[src/sv/fclm_pkg.sv]
// ----------------------------------------------------------------------------
// fclm_pkg
// Shared types, codes and widths of the flow-to-CPU least-loaded mapper.
// ----------------------------------------------------------------------------
package fclm_pkg;

   localparam int TABLE_ENTRIES_DEF = 64;
   localparam int MAX_CPUS_DEF      = 16;

   localparam int OP_W       = 2;
   localparam int KEY_W      = 16;
   localparam int LOAD_W     = 16;
   localparam int CFG_W      = 5;
   localparam int OUT_CPU_W  = 4;
   localparam int STATUS_W   = 2;
   localparam int REQ_DATA_W = 24;
   localparam int RSP_DATA_W = 8;

   localparam logic [OP_W-1:0] OP_REGISTER   = 2'd0;
   localparam logic [OP_W-1:0] OP_LOOKUP     = 2'd1;
   localparam logic [OP_W-1:0] OP_UNREGISTER = 2'd2;

   localparam logic [STATUS_W-1:0] ST_OK        = 2'd0;
   localparam logic [STATUS_W-1:0] ST_NOT_FOUND = 2'd1;
   localparam logic [STATUS_W-1:0] ST_FULL      = 2'd2;

   localparam logic [LOAD_W-1:0] LOAD_MAX        = '1;
   localparam logic [CFG_W-1:0]  CPU_COUNT_RESET = 5'd1;

   typedef enum logic [2:0] {
      S_IDLE,
      S_LOAD_SCAN,
      S_CHARGE,
      S_KEY_SCAN,
      S_WRITE,
      S_DISC_RD,
      S_DISC_WR,
      S_FINISH
   } state_type;

   typedef struct packed {
      logic start;
      logic load_scan;
      logic charge;
      logic key_scan;
      logic table_write;
      logic disc_read;
      logic disc_write;
      logic rsp_load;
   } cmd_type;

   typedef struct packed {
      logic            load_done;
      logic            key_done;
      logic            hit;
      logic [OP_W-1:0] op;
   } sts_type;

endpackage

[src/sv/flow_to_cpu_least_loaded_mapper.sv]
// ----------------------------------------------------------------------------
// flow_to_cpu_least_loaded_mapper
// Maps flow keys to the least-loaded CPU and tracks per-CPU load counters.
// Register scans the load RAM, one entry per cycle over the N active CPUs,
// charges the least-loaded CPU and scans the F filled flow table entries;
// lookup and unregister scan only the flow table RAM, unregister then
// discharging the mapped CPU. One item at a time; the next item is taken
// while a result waits.
// Reset clears loads and table fill at once; no clearing pass is needed.
// ----------------------------------------------------------------------------
module flow_to_cpu_least_loaded_mapper #(
   parameter int TABLE_ENTRIES = fclm_pkg::TABLE_ENTRIES_DEF,
   parameter int MAX_CPUS      = fclm_pkg::MAX_CPUS_DEF
) (
   input  logic                              clock,
   input  logic                              reset,
   input  logic                              req_tvalid,
   output logic                              req_tready,
   input  logic [fclm_pkg::REQ_DATA_W-1:0]   req_tdata,   // opcode, flow_key
   output logic                              rsp_tvalid,
   input  logic                              rsp_tready,
   output logic [fclm_pkg::RSP_DATA_W-1:0]   rsp_tdata,   // cpu, status
   input  logic                              csr_valid,
   output logic                              csr_ready,
   input  logic [fclm_pkg::CFG_W-1:0]        csr_data     // cpu_count
);

   import fclm_pkg::*;

   cmd_type              cmd;
   sts_type              sts;
   logic [OP_W-1:0]      req_op;
   logic [KEY_W-1:0]     req_key;
   logic [OUT_CPU_W-1:0] rsp_cpu;
   logic [STATUS_W-1:0]  rsp_status;

   assign req_op    = req_tdata[OP_W-1:0];
   assign req_key   = req_tdata[OP_W+KEY_W-1:OP_W];
   assign csr_ready = 1'b1;
   assign rsp_tdata = {{(RSP_DATA_W-OUT_CPU_W-STATUS_W){1'b0}}, rsp_status, rsp_cpu};

   fclm_ctrl u_ctrl (
      .clock     (clock),
      .reset     (reset),
      .req_valid (req_tvalid),
      .req_op    (req_op),
      .req_ready (req_tready),
      .rsp_valid (rsp_tvalid),
      .rsp_ready (rsp_tready),
      .sts       (sts),
      .cmd       (cmd)
   );

   fclm_dp #(
      .TABLE_ENTRIES (TABLE_ENTRIES),
      .MAX_CPUS      (MAX_CPUS)
   ) u_dp (
      .clock      (clock),
      .reset      (reset),
      .cmd        (cmd),
      .sts        (sts),
      .req_op     (req_op),
      .req_key    (req_key),
      .csr_we     (csr_valid),
      .csr_data   (csr_data),
      .rsp_cpu    (rsp_cpu),
      .rsp_status (rsp_status)
   );

   a_no_overwrite: assert property (@(posedge clock) disable iff (reset)
      cmd.rsp_load |-> !(rsp_tvalid && !rsp_tready))
      else $error("result register overwritten while held");

   a_busy_after_accept: assert property (@(posedge clock) disable iff (reset)
      (req_tvalid && req_tready) |=> !req_tready)
      else $error("item accepted while previous item in flight");

   a_write_on_register: assert property (@(posedge clock) disable iff (reset)
      cmd.table_write |-> (sts.op == OP_REGISTER))
      else $error("table write outside register item");

   a_discharge_on_hit: assert property (@(posedge clock) disable iff (reset)
      cmd.disc_write |-> (sts.hit && sts.op == OP_UNREGISTER))
      else $error("discharge without mapped key");

endmodule

[src/sv/fclm_ram.sv]
// ----------------------------------------------------------------------------
// fclm_ram
// Generic single-write, single-read RAM with registered read data.
// ----------------------------------------------------------------------------
module fclm_ram #(
   parameter int WIDTH = 16,
   parameter int DEPTH = 64
) (
   input  logic                                   clock,
   input  logic                                   wr_en,
   input  logic [(DEPTH > 1 ? $clog2(DEPTH) : 1)-1:0] wr_addr,
   input  logic [WIDTH-1:0]                       wr_data,
   input  logic                                   rd_en,
   input  logic [(DEPTH > 1 ? $clog2(DEPTH) : 1)-1:0] rd_addr,
   output logic [WIDTH-1:0]                       rd_data
);

   logic [WIDTH-1:0] mem [DEPTH];
   logic [WIDTH-1:0] rd_data_ff;

   always_ff @(posedge clock) begin
      if (wr_en) begin
         mem[wr_addr] <= wr_data;
      end
      if (rd_en) begin
         rd_data_ff <= mem[rd_addr];
      end
   end

   assign rd_data = rd_data_ff;

endmodule

[src/sv/fclm_ctrl.sv]
// ----------------------------------------------------------------------------
// fclm_ctrl
// Sequencer of the mapper: walks each item through scan, update and response.
// ----------------------------------------------------------------------------
module fclm_ctrl (
   input  logic                  clock,
   input  logic                  reset,
   input  logic                  req_valid,
   input  logic [fclm_pkg::OP_W-1:0] req_op,
   output logic                  req_ready,
   output logic                  rsp_valid,
   input  logic                  rsp_ready,
   input  fclm_pkg::sts_type     sts,
   output fclm_pkg::cmd_type     cmd
);

   import fclm_pkg::*;

   state_type state_ff, state_in;
   logic      rsp_valid_ff, rsp_valid_in;
   logic      out_free;

   assign out_free = !rsp_valid_ff || rsp_ready;

   always_comb begin
      state_in = state_ff;
      unique case (state_ff)
         S_IDLE: begin
            if (req_valid) begin
               if (req_op == OP_REGISTER) begin
                  state_in = S_LOAD_SCAN;
               end else if (req_op == OP_LOOKUP || req_op == OP_UNREGISTER) begin
                  state_in = S_KEY_SCAN;
               end else begin
                  state_in = S_FINISH;
               end
            end
         end
         S_LOAD_SCAN: begin
            if (sts.load_done) state_in = S_CHARGE;
         end
         S_CHARGE: state_in = S_KEY_SCAN;
         S_KEY_SCAN: begin
            if (sts.key_done) begin
               if (sts.op == OP_REGISTER) begin
                  state_in = S_WRITE;
               end else if (sts.op == OP_UNREGISTER && sts.hit) begin
                  state_in = S_DISC_RD;
               end else begin
                  state_in = S_FINISH;
               end
            end
         end
         S_WRITE:   state_in = S_FINISH;
         S_DISC_RD: state_in = S_DISC_WR;
         S_DISC_WR: state_in = S_FINISH;
         S_FINISH: begin
            if (out_free) state_in = S_IDLE;
         end
         default: state_in = S_IDLE;
      endcase
   end

   always_comb begin
      cmd       = '0;
      req_ready = 1'b0;
      unique case (state_ff)
         S_IDLE: begin
            req_ready = 1'b1;
            cmd.start = req_valid;
         end
         S_LOAD_SCAN: cmd.load_scan   = 1'b1;
         S_CHARGE:    cmd.charge      = 1'b1;
         S_KEY_SCAN:  cmd.key_scan    = 1'b1;
         S_WRITE:     cmd.table_write = 1'b1;
         S_DISC_RD:   cmd.disc_read   = 1'b1;
         S_DISC_WR:   cmd.disc_write  = 1'b1;
         S_FINISH:    cmd.rsp_load    = out_free;
         default:     cmd             = '0;
      endcase
   end

   always_comb begin
      rsp_valid_in = rsp_valid_ff;
      if (cmd.rsp_load) begin
         rsp_valid_in = 1'b1;
      end else if (rsp_ready) begin
         rsp_valid_in = 1'b0;
      end
   end

   always_ff @(posedge clock) begin
      if (reset) begin
         state_ff     <= S_IDLE;
         rsp_valid_ff <= 1'b0;
      end else begin
         state_ff     <= state_in;
         rsp_valid_ff <= rsp_valid_in;
      end
   end

   assign rsp_valid = rsp_valid_ff;

endmodule

[src/sv/fclm_dp.sv]
// ----------------------------------------------------------------------------
// fclm_dp
// Datapath: load counters, flow table, scan counter and result register.
// ----------------------------------------------------------------------------
module fclm_dp #(
   parameter int TABLE_ENTRIES = fclm_pkg::TABLE_ENTRIES_DEF,
   parameter int MAX_CPUS      = fclm_pkg::MAX_CPUS_DEF
) (
   input  logic                          clock,
   input  logic                          reset,
   input  fclm_pkg::cmd_type             cmd,
   output fclm_pkg::sts_type             sts,
   input  logic [fclm_pkg::OP_W-1:0]     req_op,
   input  logic [fclm_pkg::KEY_W-1:0]    req_key,
   input  logic                          csr_we,
   input  logic [fclm_pkg::CFG_W-1:0]    csr_data,
   output logic [fclm_pkg::OUT_CPU_W-1:0] rsp_cpu,
   output logic [fclm_pkg::STATUS_W-1:0] rsp_status
);

   import fclm_pkg::*;

   localparam int TAW      = TABLE_ENTRIES > 1 ? $clog2(TABLE_ENTRIES) : 1;
   localparam int CW       = MAX_CPUS > 1 ? $clog2(MAX_CPUS) : 1;
   localparam int FILL_W   = $clog2(TABLE_ENTRIES + 1);
   localparam int SCAN_MAX = TABLE_ENTRIES > MAX_CPUS ? TABLE_ENTRIES : MAX_CPUS;
   localparam int CNT_W    = $clog2(SCAN_MAX + 1);
   localparam int ENT_W    = KEY_W + CW;

   logic [OP_W-1:0]     op_ff, op_in;
   logic [KEY_W-1:0]    key_ff, key_in;
   logic [CNT_W-1:0]    cnt_ff, cnt_in;
   logic                lrdv_ff, lrdv_in;
   logic                lrd_vld_ff, lrd_vld_in;
   logic [CW-1:0]       lrd_idx_ff, lrd_idx_in;
   logic                krdv_ff, krdv_in;
   logic [TAW-1:0]      krd_idx_ff, krd_idx_in;
   logic [CW-1:0]       best_ff, best_in;
   logic [LOAD_W:0]     best_load_ff, best_load_in;
   logic                hit_ff, hit_in;
   logic [TAW-1:0]      hit_idx_ff, hit_idx_in;
   logic [CW-1:0]       hit_cpu_ff, hit_cpu_in;
   logic                full_ff, full_in;
   logic [FILL_W-1:0]   fill_ff, fill_in;
   logic                load_vld_ff [MAX_CPUS];
   logic                load_vld_in [MAX_CPUS];
   logic [CFG_W-1:0]    cpu_count_ff, cpu_count_in;
   logic [OUT_CPU_W-1:0] rsp_cpu_ff, rsp_cpu_in;
   logic [STATUS_W-1:0] rsp_status_ff, rsp_status_in;

   logic [CNT_W-1:0]    act_n;
   logic                load_issue, key_issue, table_free;
   logic                load_rd_en, load_wr_en;
   logic [CW-1:0]       load_rd_addr, load_wr_addr;
   logic [LOAD_W-1:0]   load_q, load_val, load_wr_data;
   logic                tbl_wr_en;
   logic [TAW-1:0]      tbl_wr_addr;
   logic [ENT_W-1:0]    tbl_q;
   logic [31:0]         best_wide, hit_cpu_wide;

   always_comb begin
      if (cpu_count_ff == '0) begin
         act_n = CNT_W'(1);
      end else if (32'(cpu_count_ff) > 32'(MAX_CPUS)) begin
         act_n = CNT_W'(MAX_CPUS);
      end else begin
         act_n = CNT_W'(cpu_count_ff);
      end
   end

   assign load_issue   = cmd.load_scan && (cnt_ff < act_n);
   assign key_issue    = cmd.key_scan && !hit_ff && (32'(cnt_ff) < 32'(fill_ff));
   assign table_free   = 32'(fill_ff) < 32'(TABLE_ENTRIES);
   assign load_val     = lrd_vld_ff ? load_q : '0;

   assign load_rd_en   = load_issue || cmd.disc_read;
   assign load_rd_addr = cmd.disc_read ? hit_cpu_ff : cnt_ff[CW-1:0];
   assign load_wr_en   = cmd.charge || cmd.disc_write;
   assign load_wr_addr = cmd.charge ? best_ff : hit_cpu_ff;

   always_comb begin
      if (cmd.charge) begin
         if (best_load_ff[LOAD_W-1:0] == LOAD_MAX) begin
            load_wr_data = LOAD_MAX;
         end else begin
            load_wr_data = best_load_ff[LOAD_W-1:0] + LOAD_W'(1);
         end
      end else if (load_val == '0) begin
         load_wr_data = '0;
      end else begin
         load_wr_data = load_val - LOAD_W'(1);
      end
   end

   assign tbl_wr_en   = cmd.table_write && (hit_ff || table_free);
   assign tbl_wr_addr = hit_ff ? hit_idx_ff : fill_ff[TAW-1:0];

   assign best_wide    = 32'(best_ff);
   assign hit_cpu_wide = 32'(hit_cpu_ff);

   always_comb begin
      op_in         = op_ff;
      key_in        = key_ff;
      cnt_in        = cnt_ff;
      lrdv_in       = load_issue;
      lrd_vld_in    = lrd_vld_ff;
      lrd_idx_in    = lrd_idx_ff;
      krdv_in       = key_issue;
      krd_idx_in    = krd_idx_ff;
      best_in       = best_ff;
      best_load_in  = best_load_ff;
      hit_in        = hit_ff;
      hit_idx_in    = hit_idx_ff;
      hit_cpu_in    = hit_cpu_ff;
      full_in       = full_ff;
      fill_in       = fill_ff;
      load_vld_in   = load_vld_ff;
      cpu_count_in  = cpu_count_ff;
      rsp_cpu_in    = rsp_cpu_ff;
      rsp_status_in = rsp_status_ff;

      if (csr_we) cpu_count_in = csr_data;

      if (load_rd_en) begin
         lrd_vld_in = load_vld_ff[load_rd_addr];
         lrd_idx_in = load_rd_addr;
      end
      if (load_wr_en) load_vld_in[load_wr_addr] = 1'b1;

      if (load_issue || key_issue) cnt_in = cnt_ff + CNT_W'(1);
      if (key_issue) krd_idx_in = cnt_ff[TAW-1:0];

      if (lrdv_ff && ({1'b0, load_val} < best_load_ff)) begin
         best_load_in = {1'b0, load_val};
         best_in      = lrd_idx_ff;
      end

      if (krdv_ff && !hit_ff && (tbl_q[KEY_W-1:0] == key_ff)) begin
         hit_in     = 1'b1;
         hit_idx_in = krd_idx_ff;
         hit_cpu_in = tbl_q[ENT_W-1:KEY_W];
      end

      if (cmd.charge) cnt_in = '0;

      if (cmd.table_write && !hit_ff) begin
         if (table_free) begin
            fill_in = fill_ff + FILL_W'(1);
         end else begin
            full_in = 1'b1;
         end
      end

      if (cmd.start) begin
         op_in        = req_op;
         key_in       = req_key;
         cnt_in       = '0;
         lrdv_in      = 1'b0;
         krdv_in      = 1'b0;
         best_in      = '0;
         best_load_in = {1'b1, {LOAD_W{1'b0}}};
         hit_in       = 1'b0;
         full_in      = 1'b0;
      end

      if (cmd.rsp_load) begin
         case (op_ff) inside
            OP_REGISTER: begin
               rsp_cpu_in    = best_wide[OUT_CPU_W-1:0];
               rsp_status_in = full_ff ? ST_FULL : ST_OK;
            end
            OP_LOOKUP, OP_UNREGISTER: begin
               rsp_cpu_in    = hit_ff ? hit_cpu_wide[OUT_CPU_W-1:0] : '0;
               rsp_status_in = hit_ff ? ST_OK : ST_NOT_FOUND;
            end
            default: begin
               rsp_cpu_in    = '0;
               rsp_status_in = ST_NOT_FOUND;
            end
         endcase
      end
   end

   always_ff @(posedge clock) begin
      op_ff         <= op_in;
      key_ff        <= key_in;
      lrd_vld_ff    <= lrd_vld_in;
      lrd_idx_ff    <= lrd_idx_in;
      krd_idx_ff    <= krd_idx_in;
      best_ff       <= best_in;
      best_load_ff  <= best_load_in;
      hit_idx_ff    <= hit_idx_in;
      hit_cpu_ff    <= hit_cpu_in;
      rsp_cpu_ff    <= rsp_cpu_in;
      rsp_status_ff <= rsp_status_in;
      if (reset) begin
         cnt_ff       <= '0;
         lrdv_ff      <= 1'b0;
         krdv_ff      <= 1'b0;
         hit_ff       <= 1'b0;
         full_ff      <= 1'b0;
         fill_ff      <= '0;
         cpu_count_ff <= CPU_COUNT_RESET;
         for (int i = 0; i < MAX_CPUS; i++) begin
            load_vld_ff[i] <= 1'b0;
         end
      end else begin
         cnt_ff       <= cnt_in;
         lrdv_ff      <= lrdv_in;
         krdv_ff      <= krdv_in;
         hit_ff       <= hit_in;
         full_ff      <= full_in;
         fill_ff      <= fill_in;
         cpu_count_ff <= cpu_count_in;
         load_vld_ff  <= load_vld_in;
      end
   end

   fclm_ram #(
      .WIDTH (LOAD_W),
      .DEPTH (MAX_CPUS)
   ) u_load_ram (
      .clock   (clock),
      .wr_en   (load_wr_en),
      .wr_addr (load_wr_addr),
      .wr_data (load_wr_data),
      .rd_en   (load_rd_en),
      .rd_addr (load_rd_addr),
      .rd_data (load_q)
   );

   fclm_ram #(
      .WIDTH (ENT_W),
      .DEPTH (TABLE_ENTRIES)
   ) u_table_ram (
      .clock   (clock),
      .wr_en   (tbl_wr_en),
      .wr_addr (tbl_wr_addr),
      .wr_data ({best_ff, key_ff}),
      .rd_en   (key_issue),
      .rd_addr (cnt_ff[TAW-1:0]),
      .rd_data (tbl_q)
   );

   assign sts.load_done = !lrdv_ff && (cnt_ff >= act_n);
   assign sts.key_done  = !krdv_ff && (hit_ff || (32'(cnt_ff) >= 32'(fill_ff)));
   assign sts.hit       = hit_ff;
   assign sts.op        = op_ff;

   assign rsp_cpu    = rsp_cpu_ff;
   assign rsp_status = rsp_status_ff;

endmodule

[config.mk]
export PLATFORM = sky130hd
export DESIGN_NAME = flow_to_cpu_least_loaded_mapper
export DESIGN_NICKNAME = d
export VERILOG_FILES = /design/src/sv/fclm_pkg.sv /design/src/sv/flow_to_cpu_least_loaded_mapper.sv /design/src/sv/fclm_ram.sv /design/src/sv/fclm_ctrl.sv /design/src/sv/fclm_dp.sv
export SDC_FILE = /design/constraint.sdc
export NUM_CORES = 2
export LEC_CHECK = 0
export ABC_AREA = 1
export BUFFER_PORTS_ARGS = -buffer_cell sky130_fd_sc_hd__buf_2
export CAP_MARGIN = 20
export CORE_UTILIZATION = 68
export DETAILED_ROUTE_END_ITERATION = 10
export PLACE_DENSITY = 0.84
export SYNTH_ARGS = -nofsm -noshare
export SYNTH_HDL_FRONTEND = slang
export SYNTH_SLANG_ARGS = --single-unit
[constraint.sdc]
create_clock -name clock -period 8.7 [get_ports clock]
set_input_delay 2.61 -clock clock [delete_from_list [all_inputs] [get_ports clock]]
set_output_delay 2.61 -clock clock [all_outputs]
set_load 0.005 [all_outputs]
* Yosys cells after proc, flatten, opt, wreduce, memory -nomap -nowiden
Memory sizes are Yosys's and may differ from the RTL's. A register that Yosys moved wholly into a read port is not among the register bits.
Index checks and enable logic that the tools add are counted.
** Word-level totals
- Register bits after elaboration :: 109
- Logic and storage cells :: 154
- Output and inout port bits :: 11
- RAM bits :: 1536
- Input port bits :: 34
- Memories :: 2
** Memory list
- u_dp.u_table_ram.mem :: words 64, bits a word 20, read ports 1, clocked after Yosys merged registers in 1, wr ports 1, line fclm_ram.sv:18 : logic [WIDTH-1:0] mem [DEPTH];
- u_dp.u_load_ram.mem :: words 16, bits a word 16, read ports 1, clocked after Yosys merged registers in 1, wr ports 1, line fclm_ram.sv:18
** Operators by class
- $add $sub $neg :: 4
- Muxes and demuxes :: 45
- Equal/unequal tests :: 17
- Reduce and logical (&&, ||, !) cells :: 36
- Bitwise logic cells :: 4
- Magnitude comparators :: 10
** Operators by type and width (count)
- 16-bit two-way mux :: 4
- 3-bit two-way mux :: 7
- 3-bit case mux with 7 select lines :: 1
- 4-bit two-way mux :: 5
- 1-bit two-way mux :: 19
- 16-bit by 17-bit < comparator with 1-bit output :: 1
- 16-bit by 1-bit adder with 16-bit output, second input constant :: 1
- 16-bit equality test :: 1
- 16-bit equality test, second input constant :: 1
- 16-bit zero test :: 1
- 16-bit OR :: 1
- 16-bit by 1-bit subtractor with 16-bit output, second input constant :: 1
- 7-bit by 1-bit adder with 7-bit output, second input constant :: 2
- 3-bit equality test, second input constant :: 4
- 1-bit logical AND :: 12
- 5-bit >= comparator, second input constant :: 2
- 5-bit two-way mux :: 2
- 4-bit NOT with 5-bit output :: 2
- 2-bit two-way mux :: 4
- 7-bit by 5-bit >= comparator with 1-bit output :: 1
- 7-bit >= comparator :: 1
- 1-bit logical OR :: 7
- 7-bit by 5-bit < comparator with 1-bit output :: 1
- 7-bit < comparator :: 1
- 22 further kinds :: 34

* Longest topological paths before layout
- Depth after elaboration :: 9
- Gate-level depth with buffers :: 17
- Mapped depth without buffers :: 14

* Cells and area by module
A second synthesis with hierarchy kept.
** Second synthesis, totals
- Cell total of the unflattened synthesis :: 6377
- Area, all modules :: 70586.4 um2
** Modules (own cells, without submodules)
- fclm_ram at u_dp.u_table_ram :: times used 1, cells an instance 4373, area an instance 52323.9 um2, seq. area each 39037.4 um2
- fclm_ram at u_dp.u_load_ram :: times used 1, cells an instance 1074, area an instance 11541.1 um2, seq. area each 8167.8 um2
- fclm_dp :: times used 1, cells an instance 862, area an instance 6337.3 um2, seq. area each 2552.4 um2
- fclm_ctrl :: times used 1, cells an instance 63, area an instance 354.1 um2, seq. area each 80.1 um2
- flow_to_cpu_least_loaded_mapper :: times used 1, cells an instance 5, area an instance 30.0 um2, seq. area each 0.0 um2

* Worst setup path after synthesis
No wires, ideal clock.
- Path type :: input to register
- Start point :: input req_tvalid
- End point :: register u_dp.cnt_ff[3]
- Arrival :: 4.064 ns
- Setup time :: 0.120 ns
- Stages on the path :: 7
- Setup slack :: 4.516 ns
- Buffers on the path :: 0
- Required time :: 8.580 ns
- Path through :: inv_1 nor2_1 inv_1 nand2_1 nor2_1 inv_1 nor3b_1
** RTL lines
- from (decl) :: line flow_to_cpu_least_loaded_mapper.sv:17 : input logic req_tvalid,
- to (signal assigned) :: line fclm_dp.sv:208 : cnt_ff <= cnt_in;
- to (decl) :: line fclm_dp.sv:32 : logic [CNT_W-1:0] cnt_ff, cnt_in;

* Worst setup path in the final report
- Start point :: register u_dp.cnt_ff[0]
- End point :: register u_dp.u_table_ram.rd_data_ff[12], in the netlist u_dp.u_table_ram.rd_data[12], read port of u_dp.u_table_ram.mem (data pin)
** On the way
- Word-level cells in the longest chain between the ends :: 2
** Ends and longest elaborated chain
- 7-bit < comparator :: line fclm_dp.sv:72 : assign key_issue = cmd.key_scan && !hit_ff && (32'(cnt_ff) < 32'(fill_ff));
- 1-bit logical AND :: line fclm_dp.sv:72
- to (decl) :: line fclm_ram.sv:19 : logic [WIDTH-1:0] rd_data_ff;
Several ways; a longest one is shown, not always the timed one.
A chain may end at the register's enable or synchronous reset.

==> results.sh <==
export IMPL_status="finished, final reports clean"
export IMPL_synth_flop_cell="edfxtp_1"
export IMPL_met3_usage_pct=5.39
export IMPL_cp_slowest_stage_delay_ps=800
export IMPL_grtUsageTotal_pct=34.0
export IMPL_syn_inst=6021
export IMPL_relSlewSlack_pct=24.2
export IMPL_critPathKind="reg -> reg"
export IMPL_yosys_top_cells_area="edfxtp_1 70%, nor2_1 5.9%, nand2_1 5.4%"
export IMPL_fmax_ghz=0.211
export IMPL_dieHeight_microns=322
export IMPL_hold_depth=0
export IMPL_grt_max_degree=227
export IMPL_fin_crit_sh_pct=54.5
export IMPL_cts_buffers=159
export IMPL_gp_congestion=0.887
export IMPL_hold_viol=0
export IMPL_peakVddDrop_mv=0.216
export IMPL_rr_startpoint="u_dp.cnt_ff[0]"
export IMPL_r2r_end="u_dp.u_table_ram.rd_data[12]"
export IMPL_core_area_sq_um=101000
export IMPL_ios=45
export IMPL_worst_r2r_cell_count=11
export IMPL_syn_cell_area_sq_um=69500
export IMPL_h_tree_depth=4
export IMPL_critPathRequiredTime_ps=9340
export IMPL_gr_max_usage_layer="met2"
export IMPL_yosys_cell_types_count=45
export IMPL_cts_buffer_depth=3
export IMPL_start_util_pct=69.0
export IMPL_powerDensity_nw_per_um2=251
export IMPL_post_cts_buffers=0
export IMPL_path_clk_slew_ps=60
export IMPL_setup_tns_final_ps=0
export IMPL_cts_resized=0
export IMPL_min_period_ps=4740
export IMPL_routed_wl_mm=177
export IMPL_tightest_slew_ps=1140
export IMPL_maxCapViolCount=0
export IMPL_synth_edff_count=1617
export IMPL_path_cells="buf_4 -> buf_4 -> buf_4 -> nor2_1 -> nor2_1 -> o21ai_0 -> o211ai_1 -> nand3_1 -> nand3_1 -> nand3_1 -> nand2_1"
export IMPL_postRouteAntennaNets=0
export IMPL_reg2reg_slack_ps=3960
export IMPL_grt_pass1_vias=46000
export IMPL_gr_usage_met2_pct=55.4
export IMPL_clock_sinks=1681
export IMPL_yosysSeqAreaShare_pct=71.7
export IMPL_drive_above_1_share_pct=8.91
export IMPL_async_flop_share_pct=0
export IMPL_layout_nets=6082
export IMPL_die_w_microns=322
export IMPL_rsz0062_at_grt="no"
export IMPL_drc=0
export IMPL_grt_overflow_total=0
export IMPL_holdBufCountCts=0
export IMPL_cp_start_kind="register"
export IMPL_crit_path_end_kind="register"
export IMPL_yosysTopAreaCell="edfxtp_1"
export IMPL_cts_tree="done"
export IMPL_synth_seq_cells=1681
export IMPL_arrival_ps=5380
export IMPL_drt_iter0_markers=7376
export IMPL_dieArea_sq_um=104000
export IMPL_num_vias=47600
export IMPL_worstPathMaxFanout=85
export IMPL_setup_viol=0
export IMPL_synth_top_area_share_pct=69.8
export IMPL_antenna_found_initial=5
export IMPL_areaGrowthSynthToFinish_pct=9.65
export IMPL_syn_avg_cell_area_sq_um=11.5
export IMPL_grt_pass1_wl_mm=262
export IMPL_via_per_inst=6.36
export IMPL_min_from="u_dp.krd_idx_ff[3]"
export IMPL_use_met1_pct=42.5
export IMPL_clk_latency_ps=780
export IMPL_portBuffers=35
export IMPL_drt_pass1_iter_count=7
export IMPL_min_path_type="reg -> reg"
export IMPL_cp_startpoint="u_dp.cnt_ff[0]"
export IMPL_finalClockSkew_ps=25.5
export IMPL_cp_slowest_cell="dfxtp_4"
export IMPL_hold_path_endpoint="u_dp.hit_idx_ff[3]"
export IMPL_hpwl_mm=93.6
export IMPL_wl_per_cell_microns=23.6
export IMPL_p_leak_nw=27.4
export IMPL_drv_slew=0
export IMPL_cts_root_buf="clkbuf_16"
export IMPL_timing_hold_ws_ps=417
export IMPL_fp_row_count=116
export IMPL_ys_warn_count=0
==> stage by stage <==
step                total power [mW]  cell area [sq um]  std cells  setup slack, ps  util, %
finish                          19.2              76200       7495             3960     75.7
global route                    19.7              76200       7494             3890     75.7
CTS                             19.1              76100       7486             4210     75.6
detailed placement              12.4              71000       7203             4130     70.5
global placement                12.2              70800       7193             4190     70.3
floorplan                       11.5              69500       6022             4520        -
==> worst max path at each step <==
stage / slack, ps / to / cells after the start
2_1_floorplan: 4520 / u_dp.cnt_ff[3] / 7
3_3_place_gp: 4190 / u_dp.cnt_ff[3] / 9
3_5_place_dp: 4130 / u_dp.cnt_ff[3] / 9
4_1_cts: 4210 / u_dp.u_table_ram.rd_data[12] / 11
5_1_grt: 3890 / u_dp.u_table_ram.rd_data[9] / 11
6_report: 3960 / u_dp.u_table_ram.rd_data[12] / 11
==> state kept, by name, summed over array words and instances, names as in the netlist, 3 cells and up <==
signal / cells
u_dp.u_table_ram.mem: 1280
u_dp.key_ff: 16
u_dp.cpu_count_ff: 5
u_dp.hit_idx_ff: 6
u_dp.u_load_ram.rd_data: 16
u_dp.best_ff: 4
u_dp.load_vld_ff: 16
u_dp.rsp_cpu: 4
u_dp.krd_idx_ff: 6
u_ctrl.state_ff: 3
u_dp.lrd_idx_ff: 4
u_dp.hit_cpu_ff: 4
u_dp.best_load_ff: 17
u_dp.u_load_ram.mem: 256
u_dp.cnt_ff: 7
u_dp.u_table_ram.rd_data: 20
u_dp.fill_ff: 7
==> worst max-delay path: cells and delay by family, from the launching register on <==
kind,cells,cell delay [ps]
compound gates,2,300
buf+inv,3,2270
flops,1,800
simple gates,6,1060
==> synthesized netlist by cell type, types with 33 or more instances <==
| cell | n |
|---|---|
| o211ai_1 | 166 |
| a21oi_1 | 89 |
| nand3_1 | 423 |
| or2_2 | 47 |
| ha_1 | 33 |
| o21ai_0 | 613 |
| nor2_1 | 1098 |
| edfxtp_1 | 1617 |
| inv_1 | 309 |
| nand2_1 | 1000 |
| o21ai_1 | 80 |
| dfxtp_1 | 64 |
| clkbuf_1 | 169 |
| buf_2 | 79 |
==> metal layers <==
layer,vias to the layer above,wire length (microns)
met5,-,23
met4,4,12100
met3,700,20100
met2,3471,84900
met1,22500,60100
li1,20900,-
==> final cells by class <==
cell class              count  area, sq um
flip-flops and latches   1681        49900
fillers                  5810        24500
multi-input cells        3680        17000
clock buffers             190         4190
well taps                1357         1700
repair buffers            170         1380
inverters                 323         1220
clock inverters            93          917
diodes                      1         2.50
==> cells in the final DEF (no fill, tap or decap), drive strengths merged, types with 2 or more instances in the layout <==
cell / count
edfxtp: 1617
nor2: 1102
nand2: 1000
o21ai: 702
nand3: 424
inv: 325
clkbuf: 191
buf: 169
o211ai: 166
a21oi: 90
clkinv: 73
dfxtp: 64
or2: 47
ha: 33
o22ai: 31
xor2: 23
nor3: 18
nand4: 17
bufinv: 15
a31oi: 6
xnor2: 3
nor3b: 3
conb: 3
clkinvlp: 3
nor4: 3
nand3b: 2
and3: 2
==> cells by family (layout without fill, tap and decap cells) <==
logic type | after synthesis | in the layout | share of synthesized area [%]
compound gates | 999 | 999 | 7.94
xor+xnor | 26 | 26 | 0.328
buf+inv | 661 | 776 | 4.19
fa+ha+maj | 33 | 33 | 0.594
flops | 1681 | 1681 | 71.7
simple gates | 2619 | 2619 | 15.3
other cells | 2 | 4 | 0.0108
==> where the power goes <==
group	internal (mW)	switching, mW
sequential	9.52	0.0928
combinational	0.622	2.06
clock	3.89	2.97
Note: power is estimated with default switching activity, not from simulation.
